===== config.mk =====
export PLATFORM = sky130hd
export DESIGN_NAME = fat16_cluster_run_walker
export DESIGN_NICKNAME = d
export VERILOG_FILES = /design/src/rtl/fcrw_pkg.sv /design/src/rtl/fcrw_front.sv /design/src/rtl/fcrw_queue.sv /design/src/rtl/fcrw_back.sv /design/src/rtl/fat16_cluster_run_walker.sv
export VERILOG_INCLUDE_DIRS = /design/src /design/src/rtl
export SDC_FILE = /design/constraint.sdc
export NUM_CORES = 1
export LEC_CHECK = 0
export BUFFER_PORTS_ARGS = -buffer_cell sky130_fd_sc_hd__buf_2
export CORE_MARGIN = 5
export CORE_UTILIZATION = 45
export CTS_CLUSTER_DIAMETER = 150
export DETAILED_ROUTE_END_ITERATION = 12
export GPL_TIMING_DRIVEN = 0
export PLACE_DENSITY = 0.6
export REMOVE_ABC_BUFFERS = 1
export SYNTH_ARGS = -nofsm -noshare
export SYNTH_HDL_FRONTEND = slang
export SYNTH_SLANG_ARGS = --single-unit

===== constraint.sdc =====
create_clock -name clk_i -period 20.1 [get_ports clk_i]
set_input_delay 2.01 -clock clk_i [delete_from_list [all_inputs] [get_ports clk_i]]
set_output_delay 2.01 -clock clk_i [all_outputs]
set_load 0.05 [all_outputs]

===== src/rtl/fat16_cluster_run_walker_macros.svh =====
// Assertion macros used by the cluster run walker RTL.
`ifndef FAT16_CLUSTER_RUN_WALKER_MACROS_SVH
`define FAT16_CLUSTER_RUN_WALKER_MACROS_SVH

// Same-cycle implication, checked on clk_i, off during reset.
`define FCRW_ASSERT_NOW(lbl, ante, cons, msg) \
  lbl: assert property (@(posedge clk_i) disable iff (!rst_ni) (ante) |-> (cons)) \
    else $error(msg);

// Next-cycle implication, checked on clk_i, off during reset.
`define FCRW_ASSERT_NEXT(lbl, ante, cons, msg) \
  lbl: assert property (@(posedge clk_i) disable iff (!rst_ni) (ante) |=> (cons)) \
    else $error(msg);

`endif


===== src/rtl/fcrw_pkg.sv =====
`timescale 1ns / 1ps
// Shared types and constants for the FAT16 cluster run walker.
package fcrw_pkg;

  localparam int unsigned SECTOR_BYTES       = 512;
  localparam int unsigned ENTRIES_PER_SECTOR = SECTOR_BYTES / 2;
  localparam int unsigned ENT_BITS           = $clog2(ENTRIES_PER_SECTOR);

  localparam logic [15:0] CLUSTER_NONE = 16'hFFFF;
  localparam logic [15:0] CLUSTER_EOC  = 16'hFFF8;

  localparam int unsigned S_TDATA_W = 24;
  localparam int unsigned M_TDATA_W = 112;

  localparam int unsigned QUEUE_DEPTH = 4;
  localparam int unsigned QPTR_W      = $clog2(QUEUE_DEPTH);
  localparam int unsigned QCNT_W      = $clog2(QUEUE_DEPTH + 1);

  typedef enum logic [1:0] {
    CMD_OPEN  = 2'd0,
    CMD_NEXT  = 2'd1,
    CMD_REPLY = 2'd2,
    CMD_NONE  = 2'd3
  } cmd_e;

  typedef enum logic [1:0] {
    KIND_REQ    = 2'd0,
    KIND_RANGE  = 2'd1,
    KIND_NOFILE = 2'd2
  } kind_e;

  // Work classes handed from front to back.
  typedef enum logic [1:0] {
    OP_OPEN = 2'd0,
    OP_NEXT = 2'd1,
    OP_LINK = 2'd2,
    OP_END  = 2'd3
  } op_e;

  typedef enum logic [1:0] {
    REG_SPC    = 2'd0,
    REG_DATA   = 2'd1,
    REG_FAT    = 2'd2,
    REG_VOLUME = 2'd3
  } reg_e;

  typedef struct packed {
    op_e         op;
    logic [15:0] value;
  } item_t;

endpackage


===== src/rtl/fcrw_front.sv =====
`timescale 1ns / 1ps
// Input side: accepts words, decodes commands and chain replies.
module fcrw_front (
  input  logic                          s_axis_tvalid,
  output logic                          s_axis_tready,
  input  logic [fcrw_pkg::S_TDATA_W-1:0] s_axis_tdata, // cluster_value[15:0], read_ok[16]
  input  logic [1:0]                    s_axis_tuser, // cmd[1:0]
  input  logic                          q_full_i,
  output logic                          q_push_o,
  output fcrw_pkg::item_t               q_item_o
);
  import fcrw_pkg::*;

  logic [15:0] value;
  logic        read_ok;
  cmd_e        cmd;

  assign value   = s_axis_tdata[15:0];
  assign read_ok = s_axis_tdata[16];
  assign cmd     = cmd_e'(s_axis_tuser);

  assign s_axis_tready = !q_full_i;

  always_comb begin
    q_item_o.value = value;
    q_item_o.op    = OP_OPEN;
    q_push_o       = s_axis_tvalid && !q_full_i;
    case (cmd)
      CMD_OPEN: q_item_o.op = OP_OPEN;
      CMD_NEXT: q_item_o.op = OP_NEXT;
      CMD_REPLY: begin
        // failed read or EOC entry (0xFFF8 and up) closes the chain
        if (read_ok && (value < CLUSTER_EOC)) q_item_o.op = OP_LINK;
        else q_item_o.op = OP_END;
      end
      default: q_push_o = 1'b0;
    endcase
  end

endmodule


===== src/rtl/fcrw_queue.sv =====
`timescale 1ns / 1ps
// Small flop queue between the decode front and the walk back end.
module fcrw_queue (
  input  logic            clk_i,
  input  logic            rst_ni,
  input  logic            push_i,
  input  fcrw_pkg::item_t item_i,
  output logic            full_o,
  output logic            valid_o,
  output fcrw_pkg::item_t item_o,
  input  logic            pop_i
);
  import fcrw_pkg::*;

  item_t             mem_q [QUEUE_DEPTH];
  logic [QPTR_W-1:0] wr_ptr_q, wr_ptr_d;
  logic [QPTR_W-1:0] rd_ptr_q, rd_ptr_d;
  logic [QCNT_W-1:0] count_q, count_d;
  logic              do_push, do_pop;

  assign full_o  = (count_q == QCNT_W'(QUEUE_DEPTH));
  assign valid_o = (count_q != '0);
  assign item_o  = mem_q[rd_ptr_q];

  assign do_push = push_i && !full_o;
  assign do_pop  = pop_i && valid_o;

  always_comb begin
    wr_ptr_d = do_push ? wr_ptr_q + QPTR_W'(1) : wr_ptr_q;
    rd_ptr_d = do_pop ? rd_ptr_q + QPTR_W'(1) : rd_ptr_q;
    count_d  = count_q;
    if (do_push && !do_pop) count_d = count_q + QCNT_W'(1);
    else if (do_pop && !do_push) count_d = count_q - QCNT_W'(1);
  end

  always_ff @(posedge clk_i or negedge rst_ni) begin
    if (!rst_ni) begin
      wr_ptr_q <= '0;
      rd_ptr_q <= '0;
      count_q  <= '0;
    end else begin
      wr_ptr_q <= wr_ptr_d;
      rd_ptr_q <= rd_ptr_d;
      count_q  <= count_d;
    end
  end

  always_ff @(posedge clk_i) begin
    if (do_push) mem_q[wr_ptr_q] <= item_i;
  end

endmodule


===== src/rtl/fcrw_back.sv =====
`timescale 1ns / 1ps
// Walk state, run arithmetic and the output register.
module fcrw_back (
  input  logic                           clk_i,
  input  logic                           rst_ni,
  input  logic                           cfg_valid_i,
  output logic                           cfg_ready_o,
  input  logic [1:0]                     cfg_index_i,
  input  logic [31:0]                    cfg_data_i,
  input  logic                           q_valid_i,
  input  fcrw_pkg::item_t                q_item_i,
  output logic                           q_pop_o,
  output logic                           m_axis_tvalid,
  input  logic                           m_axis_tready,
  // request_sector[31:0], request_offset[40:32], range_first[72:41], range_len[104:73]
  output logic [fcrw_pkg::M_TDATA_W-1:0] m_axis_tdata,
  output logic [1:0]                     m_axis_tuser // kind[1:0]
);
  import fcrw_pkg::*;

  // configuration
  logic [7:0]  spc_q;
  logic [15:0] data_q;
  logic [15:0] fat_q;
  logic [31:0] volume_q;

  // walk state
  logic [15:0] start_q, start_d;
  logic [15:0] probe_q, probe_d;
  logic        await_q, await_d;

  // stage A: products and request cluster
  logic        a_v_q, a_v_d;
  kind_e       a_kind_q, a_kind_d;
  logic [15:0] a_probe_q, a_probe_d;
  logic [31:0] a_pfirst_q, a_pfirst_d;
  logic [31:0] a_plen_q, a_plen_d;

  // output register
  logic                 out_v_q;
  kind_e                out_kind_q;
  logic [M_TDATA_W-1:0] out_data_q, out_data_d;

  logic        out_adv, a_adv, pop;
  logic [31:0] start_m2, span;
  logic [16:0] probe_inc;
  logic [31:0] req_sector, first_abs;
  logic [8:0]  req_off;
  logic [ENT_BITS:0] off_full;

  assign cfg_ready_o = 1'b1;

  always_ff @(posedge clk_i or negedge rst_ni) begin
    if (!rst_ni) begin
      spc_q    <= 8'd1;
      data_q   <= '0;
      fat_q    <= '0;
      volume_q <= '0;
    end else if (cfg_valid_i) begin
      case (reg_e'(cfg_index_i))
        REG_SPC:    spc_q    <= cfg_data_i[7:0];
        REG_DATA:   data_q   <= cfg_data_i[15:0];
        REG_FAT:    fat_q    <= cfg_data_i[15:0];
        REG_VOLUME: volume_q <= cfg_data_i;
        default:    ;
      endcase
    end
  end

  assign out_adv = !out_v_q || m_axis_tready;
  assign a_adv   = !a_v_q || out_adv;
  assign pop     = q_valid_i && a_adv;
  assign q_pop_o = pop;

  assign start_m2  = {16'b0, start_q} - 32'd2;
  assign span      = {16'b0, probe_q} + 32'd1 - {16'b0, start_q};
  assign probe_inc = {1'b0, probe_q} + 17'd1;

  always_comb begin
    start_d    = start_q;
    probe_d    = probe_q;
    await_d    = await_q;
    a_v_d      = 1'b0;
    a_kind_d   = KIND_REQ;
    a_probe_d  = probe_q;
    a_pfirst_d = start_m2 * {24'b0, spc_q};
    a_plen_d   = span * {24'b0, spc_q};
    if (pop) begin
      case (q_item_i.op)
        OP_OPEN: begin
          start_d = q_item_i.value;
          await_d = 1'b0;
        end
        OP_NEXT: begin
          a_v_d = 1'b1;
          if (start_q == CLUSTER_NONE) begin
            await_d  = 1'b0;
            a_kind_d = KIND_NOFILE;
          end else begin
            probe_d   = start_q;
            a_probe_d = start_q;
            await_d   = 1'b1;
          end
        end
        OP_LINK, OP_END: begin
          if (await_q) begin
            a_v_d = 1'b1;
            if (q_item_i.op == OP_LINK && {1'b0, q_item_i.value} == probe_inc) begin
              probe_d   = q_item_i.value;
              a_probe_d = q_item_i.value;
            end else begin
              a_kind_d = KIND_RANGE;
              start_d  = (q_item_i.op == OP_LINK) ? q_item_i.value : CLUSTER_NONE;
              await_d  = 1'b0;
            end
          end
        end
        default: ;
      endcase
    end
  end

  always_ff @(posedge clk_i or negedge rst_ni) begin
    if (!rst_ni) begin
      start_q <= CLUSTER_NONE;
      probe_q <= '0;
      await_q <= 1'b0;
      a_v_q   <= 1'b0;
    end else begin
      start_q <= start_d;
      probe_q <= probe_d;
      await_q <= await_d;
      if (a_adv) a_v_q <= a_v_d;
    end
  end

  always_ff @(posedge clk_i) begin
    if (a_adv) begin
      a_kind_q   <= a_kind_d;
      a_probe_q  <= a_probe_d;
      a_pfirst_q <= a_pfirst_d;
      a_plen_q   <= a_plen_d;
    end
  end

  // stage B: final sums and field select
  assign off_full   = {a_probe_q[ENT_BITS-1:0], 1'b0};
  assign req_off    = 9'(off_full);
  assign req_sector = volume_q + {16'b0, fat_q} + 32'(a_probe_q >> ENT_BITS);
  assign first_abs  = a_pfirst_q + {16'b0, data_q} + volume_q;

  always_comb begin
    out_data_d = '0;
    case (a_kind_q)
      KIND_REQ:   out_data_d = {7'b0, 32'b0, 32'b0, req_off, req_sector};
      KIND_RANGE: out_data_d = {7'b0, a_plen_q, first_abs, 9'b0, 32'b0};
      default:    out_data_d = '0;
    endcase
  end

  always_ff @(posedge clk_i or negedge rst_ni) begin
    if (!rst_ni) begin
      out_v_q <= 1'b0;
    end else if (out_adv) begin
      out_v_q <= a_v_q;
    end
  end

  always_ff @(posedge clk_i) begin
    if (out_adv) begin
      out_kind_q <= a_kind_q;
      out_data_q <= out_data_d;
    end
  end

  assign m_axis_tvalid = out_v_q;
  assign m_axis_tdata  = out_data_q;
  assign m_axis_tuser  = out_kind_q;

`include "fat16_cluster_run_walker_macros.svh"

  `FCRW_ASSERT_NOW(a_walk_has_file, await_q, start_q != CLUSTER_NONE, "walk without open file")
  `FCRW_ASSERT_NOW(a_probe_ahead, await_q, probe_q >= start_q, "probe behind run start")
  `FCRW_ASSERT_NEXT(a_open_stops_walk, pop && q_item_i.op == OP_OPEN, !await_q, "open left walk active")
  `FCRW_ASSERT_NOW(a_nofile_zero, m_axis_tvalid && m_axis_tuser == KIND_NOFILE,
                   m_axis_tdata == '0, "no-file word carries data")

endmodule


===== src/rtl/fat16_cluster_run_walker.sv =====
`timescale 1ns / 1ps
// Top level of the FAT16 cluster run walker.
// Throughput: one input word per cycle while the queue is not full; the 4-entry queue absorbs output stalls.
// Each result passes the queue entry, the walk stage and the output register.
// Reset (async, active low): no file open, walk idle, queue and pipeline empty,
// registers back to their defaults (one sector per cluster, offsets zero).
module fat16_cluster_run_walker (
  input  logic                           clk_i,
  input  logic                           rst_ni,
  input  logic                           cfg_valid_i,
  output logic                           cfg_ready_o,
  input  logic [1:0]                     cfg_index_i,
  input  logic [31:0]                    cfg_data_i,
  input  logic                           s_axis_tvalid,
  output logic                           s_axis_tready,
  input  logic [fcrw_pkg::S_TDATA_W-1:0] s_axis_tdata, // cluster_value[15:0], read_ok[16]
  input  logic [1:0]                     s_axis_tuser, // cmd[1:0]
  output logic                           m_axis_tvalid,
  input  logic                           m_axis_tready,
  // request_sector[31:0], request_offset[40:32], range_first[72:41], range_len[104:73]
  output logic [fcrw_pkg::M_TDATA_W-1:0] m_axis_tdata,
  output logic [1:0]                     m_axis_tuser // kind[1:0]
);
  import fcrw_pkg::*;

  logic  q_full, q_push, q_valid, q_pop;
  item_t push_item, pop_item;

  fcrw_front u_front (
    .s_axis_tvalid (s_axis_tvalid),
    .s_axis_tready (s_axis_tready),
    .s_axis_tdata  (s_axis_tdata),
    .s_axis_tuser  (s_axis_tuser),
    .q_full_i      (q_full),
    .q_push_o      (q_push),
    .q_item_o      (push_item)
  );

  fcrw_queue u_queue (
    .clk_i   (clk_i),
    .rst_ni  (rst_ni),
    .push_i  (q_push),
    .item_i  (push_item),
    .full_o  (q_full),
    .valid_o (q_valid),
    .item_o  (pop_item),
    .pop_i   (q_pop)
  );

  fcrw_back u_back (
    .clk_i         (clk_i),
    .rst_ni        (rst_ni),
    .cfg_valid_i   (cfg_valid_i),
    .cfg_ready_o   (cfg_ready_o),
    .cfg_index_i   (cfg_index_i),
    .cfg_data_i    (cfg_data_i),
    .q_valid_i     (q_valid),
    .q_item_i      (pop_item),
    .q_pop_o       (q_pop),
    .m_axis_tvalid (m_axis_tvalid),
    .m_axis_tready (m_axis_tready),
    .m_axis_tdata  (m_axis_tdata),
    .m_axis_tuser  (m_axis_tuser)
  );

endmodule

# Word level (Yosys, flattened, before mapping)
# Memory sizes are Yosys's and may differ from the RTL's.
# Cells that the tools add are included.
# op_classes
n_reduce_logical	29
addsub	12
eq_ne	14
n_mul	2
n_lt_le_gt_ge	1
n_mux	28
# op_table
cell	count
105-bit one-hot mux with 2 select lines	1
16-bit 2-to-1 mux	7
32-bit by 16-bit adder with 32-bit output	2
32-bit by 8-bit multiplier with 32-bit output	2
16-bit one-hot mux with 2 select lines	2
16-bit by 1-bit adder with 17-bit output (second input constant)	2
32-bit adder	1
32-bit by 8-bit adder with 32-bit output	1
32-bit by 16-bit subtractor with 32-bit output	1
16-bit by 17-bit == test with 1-bit output	1
16-bit by 2-bit subtractor with 17-bit output (second input constant)	1
16-bit == test (second input constant)	1
16-bit < comparator (second input constant)	1
2-bit == test (second input constant)	5
1-bit 2-to-1 mux	10
2-bit by 1-bit == test with 1-bit output (second input constant)	4
1-bit logical AND	8
2-bit logical NOT	4
2-bit one-hot mux with 2 select lines	2
2-bit AND reduction	4
3-bit 2-to-1 mux	2
1-bit logical NOT	5
2-bit by 1-bit adder with 2-bit output (second input constant)	2
2-bit 2-to-1 mux	2
13 further kinds	15
# totals
ff_bits	310
mem_count	1
ram_bits	72
out_inout_bits	117
# mem_list
name	words	width	read_ports	rd_ports_with_merged_regs	wr	line_no	source
u_queue.mem_q	4	18	1	0	1	fcrw_queue.sv:15	item_t mem_q [QUEUE_DEPTH];

# Depth between registers and ports, before layout
# Gate-level depths: netlist of the first run.
# logic_depth
depth_word	9
depth_mapped	31

# Hierarchy
# From an unflattened synthesis of the first run, not the netlist that was laid out.
# hier_totals
hier_cells	2620
hier_area_um2	28579.9
# by_module_without_submodules
module	cells_per_inst	instances	area_each_um2
fcrw_back	2460	1	25328.0
fcrw_queue	129	1	3030.4
fcrw_front	31	1	221.5

# Least setup slack after synthesis of the first run
# No wires, ideal clock.
# synth_path
path_type	register to register
from	reg u_back.probe_q[0]
to	reg u_back.a_plen_q[30], data pin
path_buffers	0
t_required_ps	19842
arrival_time_ps	6901
path_stages_with_launch	29
setup_slack_ps	12941
path_cell_list	dfrtp_1 -> ha_1 -> nand2_1 -> nor2_1 -> xor2_1 -> ha_1 -> a2111oi_0 -> o21ai_0 -> a41oi_1 -> o211ai_1 -> a21oi_1 -> xnor2_1 -> and2_1 -> fa_1 -> fa_1 -> fa_1 -> inv_1 -> fa_1 -> inv_1 -> ha_1 -> a2111oi_0 -> o2111ai_1 -> a21oi_1 -> o41ai_1 -> a211oi_1 -> or2_2 -> o31ai_1 -> a21oi_1 -> xnor2_1
# synth_between
elab_chain_cells	3
# synth_rtl
item	line_no	source
from (decl)	fcrw_back.sv:29	logic [15:0] probe_q, probe_d;
from (signal assigned)	fcrw_back.sv:131	probe_q <= probe_d;
16-bit by 1-bit adder with 17-bit output	fcrw_back.sv:76	assign span = {16'b0, probe_q} + 32'd1 - {16'b0, start_q};
32-bit by 16-bit subtractor with 32-bit output	fcrw_back.sv:76	
32-bit by 8-bit multiplier with 32-bit output	fcrw_back.sv:87	a_plen_d = span * {24'b0, spc_q};
via u_back.a_plen_d[30]	fcrw_back.sv:37	logic [31:0] a_plen_q, a_plen_d;
to (signal assigned)	fcrw_back.sv:142	a_plen_q <= a_plen_d;
to (decl)	fcrw_back.sv:37	
# The timed path passes the listed nets, and every way through them passes these cells.
# A chain may end at the register's enable or synchronous reset.

# Worst setup path after layout of the first run
# layout_path
from	reg u_back.probe_q[0]
to	reg u_back.a_plen_q[28], data pin
# Same word-level chain as after synthesis.

==> impl_results.md, run 1 <==
* Status: finished clean
* Worst hold path class: flip-flop to flip-flop
* Via count of the routed design at 19700
* Met3 routed WL at 2360 µm
* Routed wire length at 66900 µm
* 1st-pass router iterations at 5
* Worst-path clk slew at 0.06 ns
* Initial Utilization at 45.5%
* Row cnt at 94
* Cts repair resizes at 0
* Vias per inst at 5.29
* Area Overhead vs Synth at 10.8%
* Simple-Gate Fraction of Synth Area at 13.9%
* Initial antenna violation count at 0
* Clk_lat worst skew at 0.60 ns
* CTS tree: built
* Max cap viols at 0
* Post-synth EDFFs at 260
* Gr ovfl total at 0
* RSZ-0062 raised after global routing: false
* CP required at 20.43 ns
* Post-Synth Adder-Cell Area at 27.1%
* Die height at 268 µm
* Metal-1 WL at 29500 µm
* Placed insts at 3633
* Met2 routed WL at 33500 µm
* Final HPWL from detailed placement at 50500 µm
* I/O Buffers at 165
* Finished Core Util at 50.4%
* Clock Sinks at 374
* Placer Congestion at 0.879
* Pin count of the biggest net entering global routing at 93
* Crit start category: flip-flop
* GRT Util Overall at 18.5%
* Slew @ Worst Pin at 1.27 ns
* Synth async-reset ratio at 30.5%
* Max Root-Sink Buffers at 3
* IO Count at 182
* Setup TNS at 0 ns
* # diodes at 0
* Slowest cell delay on critical path at 0.59 ns
* Die area at 71900 µm²
* CTS H-tree lvls at 2
* Slowest cell on crit path: a2111oi_0
* Layout cell share with drive strength beyond 1 at 13.3%
* Wire length per cell at 18.0 µm
* Final period utilization at 44.0%
* Drt drc at 0
* Crit path max fanout at 8
* Crit end category: flip-flop
* Synth Area in Compound Gates at 7.97%
* Vias in the first global route at 20700
* Non-filler instance count after layout at 3713
* Synth area leader: edfxtp_1
* Post-CTS setup buffer count at 0
* Synth Flop Type: edfxtp_1
* Hold_buf cts at 0
* Slew Limit Fails at 0
* Top-area cell type share of the netlist area at 26.0%
* Mux contribution to synthesized area at 4.73%
* First-pass GRT wire length at 108000 µm
* CTS Buf Count at 43
* Seq/Total Area, Yosys at 35.6%
* Fmax achieved at 113 MHz
* Main combinational cell family by area after synthesis: adder cells
* Library cells used by synthesis at 76
* Highest metal used: met4
* Synth Area in XOR/XNOR at 4.98%
* Min Tclk post-route at 8.85 ns
* Syn Area/Cell at 11.2 µm²
* Core region area at 66000 µm²
* Warnings, synthesis at 0
* Nets at 3351
* WS Path Type: flip-flop to flip-flop
* Syn Std Cell Area at 30000 µm²
* CTS Root Cell: clkbuf_16
* DR iter-0 viols at 962
* Worst Path Arrival at 9.17 ns
* Final hold viol count at 0
* CP dominant cell by count: fa_1
* Antenna viol nets, final at 0
* #FFs+latches synth at 374
* Top cells by area, synth: edfxtp_1, fa_1, dfrtp_1
* Die W at 268 µm
* Setup violators final at 0
* Post-Syn Instances at 2683
* Max_slew headroom at 14.8%
* Final Skew at 0.0214 ns
## layer usage
layer | vias to the layer above | track usage [%]
li1 | 9285 | -
met1 | 9900 | 24.6
met4 | 0 | 4.60
met5 | - | 0
met3 | 104 | 2.26
met2 | 363 | 32.6
## cell families (layout without fill, tap and decap cells)
logic type | Yosys count | in the layout
AO/OA/AOI/OAI | 359 | 359
XOR/XNOR | 161 | 161
adder cells (fa/ha/maj) | 471 | 471
buffers and inverters | 429 | 588
flip-flops | 374 | 374
multiplexers | 110 | 110
other | 2 | 9
AND/OR/NAND/NOR | 777 | 777
## worst max-delay path: cells and delay by family, from the launching register on
family,cells,cell delay [ns]
AND/OR/NAND/NOR,5,1.20
buffers and inverters,2,0.09
AO/OA/AOI/OAI,11,2.96
flip-flops,1,0.55
XOR/XNOR,3,0.92
adder cells (fa/ha/maj),7,2.86
## layout by cell type, fill, tap and decap left out, drive strengths merged, types with 13 or more instances in the layout
master	instances
buf	181
nand4	18
nor2b	46
xor2	56
o2bb2ai	16
and2	254
ha	172
o22a	17
inv	331
a211oi	13
nand2	171
a21o	38
xnor2	99
a21oi	109
or3	17
and3	14
dfstp	17
mux2i	19
nand2b	29
mux4	18
mux2	73
o21a	15
nor2	116
edfxtp	260
nor3	30
o21bai	19
dfrtp	97
nand3	35
nor4	13
fa	299
o21ai	60
clkbuf	66
## cells in the mapped netlist, drive strengths merged (29+ instances only)
master and number:
inv 328, fa 299, edfxtp 260, and2 254
ha 172, nand2 171, nor2 116, a21oi 109
xnor2 99, dfrtp 97, clkbuf 73, mux2 73
o21ai 60, xor2 56, nor2b 46, a21o 38
nand3 35, nor3 30, nand2b 29
## final timing paths
check                                  start                    to  slack, ns  depth (start not counted)
max in group asynchronous             rst_ni     u_back.start_q[8]      18.01                          2
min in group asynchronous             rst_ni   u_back.volume_q[29]       1.29                          1
max                        u_back.probe_q[0]   u_back.a_plen_q[28]      11.25                         28
min                             u_back.a_v_q  u_back.m_axis_tvalid       0.48                          1
max reg2reg                u_back.probe_q[0]   u_back.a_plen_q[28]      11.25                         28
min reg2reg                     u_back.a_v_q  u_back.m_axis_tvalid       0.48                          1
## registers in the layout, summed over array words and instances (netlist names)
name / flops
u_back.m_axis_tdata: 104
u_queue.mem_q: 72
u_back.a_pfirst_q: 32
u_back.a_plen_q: 32
u_back.volume_q: 32
u_back.a_probe_q: 16
u_back.data_q: 16
u_back.fat_q: 16
u_back.probe_q: 16
u_back.start_q: 16
u_back.spc_q: 8
u_queue.count_q: 3
u_back.a_kind_q: 2
u_back.m_axis_tuser: 2
u_queue.rd_ptr_q: 2
u_queue.wr_ptr_q: 2
u_back.a_v_q: 1
u_back.await_q: 1
u_back.m_axis_tvalid: 1
## area by class of cell
class / count / area [µm²]
multi-input cells: 1887 / 17700
clock buffers: 66 / 1240
clock inverters: 13 / 173
repair buffers: 181 / 1130
inverters: 328 / 1230
fillers: 5875 / 32700
flip-flops and latches: 374 / 10700
well taps: 864 / 1080
## through the flow
step                hold slack, ns  worst slack [ns]  cell area, µm²
finish                       0.481             11.25           33200
global route                 0.491             10.67           33200
CTS                          0.476             11.28           33200
detailed placement           0.459             11.33           31800
global placement             0.470             10.56           31500
floorplan                    0.435             12.49           29500
Power of run 1 is left out: the tool's default activity adds up to more than one toggle a clock period on the data nets, which glitch-free logic cannot reach.
==> inputs of run 2 (changes only) <==
- clock period: 20.1 -> 8.7 ns (I/O delays scaled with it)
==> run 2 against run 1 <==
Compared with the run above:
- die area unchanged
- non-clock buffer count rose by 3
- sequential share of layout area decreased by 0.080 points
- critical path type unchanged
==> impl_results.md, run 2 (synthesis results as in run 1) <==
* GRT Util Overall at 18.5% (about the same)
* Fmax achieved at 120 MHz (was 113 MHz)
* Metal-1 WL at 29500 µm (about the same)
* Highest metal used: met4 (unchanged)
* Nets at 3354 (was 3351)
* CP dominant cell by count: fa_1 (unchanged)
* Drt drc at 0 (unchanged)
* Wire length per cell at 18.0 µm (about the same)
* Core region area at 66000 µm² (unchanged)
* Max cap viols at 0 (unchanged)
* Placer Congestion at 0.879 (unchanged)
* Status: finished clean (unchanged)
* Clock Sinks at 374 (unchanged)
* Routed wire length at 67000 µm (was 66900 µm)
* CP required at 9.02 ns (was 20.43 ns)
* Die area at 71900 µm² (unchanged)
* CTS Buf Count at 43 (unchanged)
* Post-route cell area at 33300 µm² (was 33200 µm²)
* Layout cell share with drive strength beyond 1 at 13.7% (was 13.3%)
* Slew @ Worst Pin at 1.25 ns (was 1.27 ns)
* DR iter-0 viols at 1026 (was 962)
* Crit end category: flip-flop (unchanged)
* Worst-path clk slew at 0.06 ns (about the same)
* Slew Limit Fails at 0 (unchanged)
* Worst Path Arrival at 8.62 ns (was 9.17 ns)
* Min Tclk post-route at 8.30 ns (was 8.85 ns)
* Antenna viol nets, final at 0 (unchanged)
* Crit start category: flip-flop (unchanged)
* # diodes at 0 (unchanged)
* Crit path max fanout at 8 (unchanged)
* Vias in the first global route at 20700 (unchanged)
* Die height at 268 µm (unchanged)
* Final Skew at 0.0203 ns (was 0.0214 ns)
* Initial antenna violation count at 0 (unchanged)
* Final period utilization at 95.4% (was 44.0%)
* Delay-heaviest family, CP: adder cells (was compound AO/OA/AOI/OAI gates)
* Max_slew headroom at 16.2% (was 14.8%)
* Final hold viol count at 0 (unchanged)
* Via count of the routed design at 19700 (about the same)
* Placed inst area at 31800 µm² (unchanged)
* Gr ovfl total at 0 (unchanged)
* Vias per inst at 5.30 (was 5.29)
* Row cnt at 94 (unchanged)
* IO Count at 182 (unchanged)
* Area Overhead vs Synth at 11.1% (was 10.8%)
* Clk_lat worst skew at 0.59 ns (was 0.60 ns)
* Slowest cell delay on critical path at 0.55 ns (was 0.59 ns)
* Initial Utilization at 45.5% (unchanged)
* Bufs and invs on worst path at 2 (unchanged)
* Met2 routed WL at 33600 µm (was 33500 µm)
* CTS tree: built (unchanged)
* Worst hold path class: input port to async pin (was flip-flop to flip-flop)
* Setup violators final at 0 (unchanged)
* First-pass GRT wire length at 108000 µm (unchanged)
* Highest-count cells in the layout ignoring fill and taps: inv_1, fa_1, edfxtp_1 (unchanged)
* I/O Buffers at 165 (unchanged)
* Slowest cell on crit path: dfrtp_1 (was a2111oi_0)
* Largest register FFs at 104 (unchanged)
* Die W at 268 µm (unchanged)
* 1st-pass router iterations at 5 (unchanged)
* Final HPWL from detailed placement at 50500 µm (unchanged)
* Commonest non-fill, non-tap cell in the layout: inv_1 (unchanged)
* Filler Cell Count at 5875 (unchanged)
* Met3 routed WL at 2330 µm (was 2360 µm)
* Pin count of the biggest net entering global routing at 93 (unchanged)
* CTS H-tree lvls at 2 (unchanged)
* CTS Root Cell: clkbuf_16 (unchanged)
* Hold_buf cts at 0 (unchanged)
* Max Root-Sink Buffers at 3 (unchanged)
* WS Path Type: flip-flop to flip-flop (unchanged)
run 2: layer usage:
| metal | GRT usage, % | vias up |
|---|---|---|
| met4 | 4.60 | 0 |
| met1 | 24.6 | 9967 |
| met2 | 32.6 | 348 |
| met5 | 0 | - |
| met3 | 2.26 | 104 |
| li1 | - | 9291 |
run 2: area by class of cell:
cell class	instances	area [µm²]	share of cell area (%)
timing repair buffer	184	1150	3.47
clock inverter	13	173	0.518
multi-input combinational	1887	17800	53.3
inverter	328	1230	3.69
clock buffer	66	1240	3.73
sequential	374	10700	32.1
tap	864	1080	3.24
run 2: what timing repair did:
action                                  CTS  global route
gates resized for setup                   1             9
endpoints found under the setup margin    3             5
hold endpoints to repair                  0             0
pin swaps                                 0             1
setup buffers                             0             3
run 2: stage by stage:
step | setup WS, ns | setup TNS [ns] | cells | utilization [%] | hold WS [ns]
after floorplan | 1.09 | 0 | 2589 | - | 0.435
after global placement | -0.841 | -5.49 | 3618 | 47.7 | 0.470
after detailed placement | -0.0744 | -0.151 | 3633 | 48.2 | 0.459
after CTS | 0.0404 | 0 | 3712 | 50.3 | 0.121
after global routing | -0.0115 | -0.0115 | 3716 | 50.5 | 0.144
final | 0.400 | 0 | 3716 | 50.5 | 0.147
run 2: worst paths after layout:
| path | startpoint | to | slack, ns | depth (start not counted) |
|---|---|---|---|---|
| worst max-delay path | u_back.probe_q[0] | u_back.a_plen_q[31] | 0.40 | 26 |
| worst min-delay path | rst_ni | u_back.volume_q[27] | 0.15 | 1 |
| worst max register to register | u_back.probe_q[0] | u_back.a_plen_q[31] | 0.40 | 26 |
| worst min register to register | u_back.a_v_q | u_back.m_axis_tvalid | 0.47 | 1 |
| max in group asynchronous | rst_ni | u_back.start_q[8] | 7.75 | 2 |
| min in group clk_i | u_back.a_v_q | u_back.m_axis_tvalid | 0.47 | 1 |
Power of run 2 is left out for the same reason.
==> inputs of run 3 (changes only) <==
- ABC_CLOCK_PERIOD_IN_PS: default -> 8700
- CTS_BUF_LIST: default -> sky130_fd_sc_hd__clkbuf_4 sky130_fd_sc_hd__clkbuf_8 sky130_fd_sc_hd__clkbuf_16
- SYNTH_HIERARCHICAL: default -> 1
==> run 3 against run 2 <==
Compared with the run above:
- final cell count down 2.7%
- sequential cell count is 16 lower
- critical path depth grew 5
==> impl_results.md, run 3 <==
* Commonest non-fill, non-tap cell in the layout: inv_1 (unchanged)
* Worst Path Arrival at 8.41 ns (was 8.62 ns)
* CTS Buf Count at 42 (was 43)
* Worst reg2reg path startpoint: u_back/start_q[1] (was u_back.probe_q[0])
* Die area at 68700 µm² (was 71900 µm²)
* Slew Limit Fails at 0 (unchanged)
* Layout cell share with drive strength beyond 1 at 14.4% (was 13.7%)
* Slowest cell on crit path: dfstp_2 (was dfrtp_1)
* Crit start category: flip-flop (unchanged)
* GRT Util Overall at 19.2% (was 18.5%)
* Hold_buf cts at 0 (unchanged)
* Die height at 262 µm (was 268 µm)
* CTS Root Cell: clkbuf_16 (unchanged)
* 1st-pass router iterations at 5 (unchanged)
* Multi-input logic area at 16500 µm² (was 17800 µm²)
* Post-synth EDFFs at 244 (was 260)
* Crit end category: flip-flop (unchanged)
* Max_slew headroom at 3.64% (was 16.2%)
* Routed wire length at 64700 µm (was 67000 µm)
* Placer Congestion at 0.896 (was 0.879)
* Top cells by area, synth: edfxtp_1, fa_1, ha_1 (was edfxtp_1, fa_1, dfrtp_1)
* Largest register FFs at 99 (was 104)
* Gr ovfl total at 0 (unchanged)
* Status: finished clean (unchanged)
* Synth Area in Compound Gates at 8.76% (was 7.97%)
* Clk_lat worst skew at 0.57 ns (was 0.59 ns)
* FF+latch area at 10200 µm² (was 10700 µm²)
* Final HPWL from detailed placement at 49000 µm (was 50500 µm)
* Clock Sinks at 358 (was 374)
* CTS H-tree lvls at 2 (unchanged)
* Slowest cell delay on critical path at 0.72 ns (was 0.55 ns)
* Final period utilization at 93.0% (was 95.4%)
* Max cap viols at 0 (unchanged)
* Initial antenna violation count at 1 (was 0)
* CP required at 9.02 ns (about the same)
* Bufs and invs on worst path at 5 (was 2)
* Delay-heaviest family, CP: adder cells (unchanged)
* Main combinational cell family by area after synthesis: adder cells (unchanged)
* Final hold viol count at 0 (unchanged)
* Die W at 262 µm (was 268 µm)
* FF-to-FF End: u_back/a_plen_q[26] (was u_back.a_plen_q[31])
* Via count of the routed design at 19200 (was 19700)
* Worst-path clk slew at 0.06 ns (about the same)
* Worst hold path class: input port to async pin (unchanged)
* Warnings, synthesis at 6 (was 0)
* Pin count of the biggest net entering global routing at 93 (unchanged)
* Nets at 3268 (was 3354)
* First-pass GRT wire length at 106000 µm (was 108000 µm)
* Synth async-reset ratio at 31.8% (was 30.5%)
* Slew @ Worst Pin at 1.44 ns (was 1.25 ns)
* Non-filler instance count after layout at 3615 (was 3716)
* Filler Cell Count at 5723 (was 5875)
* Simple-Gate Fraction of Synth Area at 12.5% (was 13.9%)
* Mux contribution to synthesized area at 4.38% (was 4.73%)
* Initial Utilization at 45.4% (was 45.5%)
* CTS tree: built (unchanged)
* WS Path Type: flip-flop to flip-flop (unchanged)
* Wire length per cell at 17.9 µm (was 18.0 µm)
* Synth Area in XOR/XNOR at 4.57% (was 4.98%)
* I/O Buffers at 165 (unchanged)
* RSZ-0062 raised after global routing: false
* Synth area leader: edfxtp_1 (unchanged)
* Row cnt at 92 (was 94)
* Min Tclk post-route at 8.09 ns (was 8.30 ns)
* Seq/Total Area, Yosys at 35.7% (was 35.6%)
* Vias per inst at 5.31 (was 5.30)
* Library cells used by synthesis at 91 (was 76)
* # diodes at 0 (unchanged)
* Fin Hold WS at 0.161 ns (was 0.147 ns)
* Max Root-Sink Buffers at 3 (unchanged)
* DR iter-0 viols at 1309 (was 1026)
* Core region area at 63000 µm² (was 66000 µm²)
* R2R setup slack at 0.61 ns (was 0.40 ns)
* Antenna viol nets, final at 0 (unchanged)
* Highest-count cells in the layout ignoring fill and taps: inv_1, fa_1, edfxtp_1 (unchanged)
* Synth top cells by count: inv_1, fa_1, edfxtp_1 (unchanged)
* Setup TNS at 0 ns (unchanged)
* Syn Area/Cell at 10.9 µm² (was 11.2 µm²)
* Synth Flop Type: edfxtp_1 (unchanged)
* Vias in the first global route at 19600 (was 20700)
* Fmax achieved at 124 MHz (was 120 MHz)
* Final Skew at 0.0248 ns (was 0.0203 ns)
* Crit path from: u_back/start_q[1] (was u_back.probe_q[0])
* Crit path max fanout at 12 (was 8)
* Top-count cell post-synth: inv_1 (unchanged)
* Syn Std Cell Area at 28600 µm² (was 30000 µm²)
* #FFs+latches synth at 358 (was 374)
* Post-Synth Adder-Cell Area at 27.0% (was 27.1%)
* Post-Syn Instances at 2620 (was 2683)
* Top-area cell type share of the netlist area at 25.6% (was 26.0%)
* Drt drc at 0 (unchanged)
* Area Overhead vs Synth at 10.4% (was 11.1%)
* R2r worst-path depth at 31 (was 26)
* Setup violators final at 0 (unchanged)
* IO Count at 182 (unchanged)
* Placed insts at 3537 (was 3633)
-- run 3: cell count changes after synthesis, moves of 16 or more --
| cell | change |
|---|---|
| a22oi_1 | +16 |
| edfxtp_1 | -16 |
| mux2i_1 | -18 |
| inv_1 | +53 |
| ha_1 | +44 |
| buf_4 | +21 |
| and2_1 | -78 |
| o22a_1 | -16 |
| fa_1 | -48 |
| o2bb2ai_1 | -16 |
-- run 3: layer usage --
layer	share of wire [%]	vias up	global-route usage, %	wire length, µm
li1	-	9009	-	-
met1	44	9651	27.1	28700
met2	48	461	31.8	31300
met3	5.3	85	2.61	3400
met4	2.0	0	4.28	1320
met5	0	-	0	0
-- run 3: through the flow --
stage                     util [%]  area, µm²  setup WS [ns]
final                         50.1      31600          0.611
after global routing          50.1      31600        0.00383
after CTS                     50.1      31500          0.422
after detailed placement      47.9      30100          0.450
after global placement        47.5      29900          0.547
after floorplan                  -      28000           1.54
-- run 3: final cells by class --
cell class	instances	share of cell area, %
multi-input combinational	1777	52.2
sequential	358	32.3
inverter	382	4.54
clock buffer	52	3.59
tap	846	3.35
timing repair buffer	175	3.25
clock inverter	25	0.789
-- run 3: worst max-delay path by stage --
| stage | to | depth (start not counted) |
|---|---|---|
| 2_1_floorplan | u_back/a_plen_q[26] | 31 |
| 3_3_place_gp | u_back/a_plen_q[26] | 31 |
| 3_5_place_dp | u_back/a_plen_q[26] | 31 |
| 4_1_cts | u_back/a_plen_q[26] | 31 |
| 5_1_grt | u_back/a_plen_q[26] | 31 |
| 6_report | u_back/a_plen_q[26] | 31 |
-- run 3: worst register-to-register path: cells and delay by family (launching register included) --
kind                     cells  cell delay [ns]
AO/OA/AOI/OAI               12             2.52
XOR/XNOR                     2             0.61
adder cells (fa/ha/maj)      8             3.23
buffers and inverters        5             0.27
flip-flops                   1             0.72
AND/OR/NAND/NOR              4             0.49
-- run 3: kinds of logic after synthesis --
group,after synthesis
multiplexers,93
other,2
XOR/XNOR,149
buffers and inverters,492
adder cells (fa/ha/maj),467
flip-flops,358
AND/OR/NAND/NOR,687
AO/OA/AOI/OAI,372
-- run 3: repair_timing --
item / in CTS / in global routing
endpoints found under the setup margin: 0 / 4
endpoints found under the hold margin: 0 / 0
setup buffers: 0 / 0
resized for setup: 0 / 5
Power of run 3 is left out for the same reason.
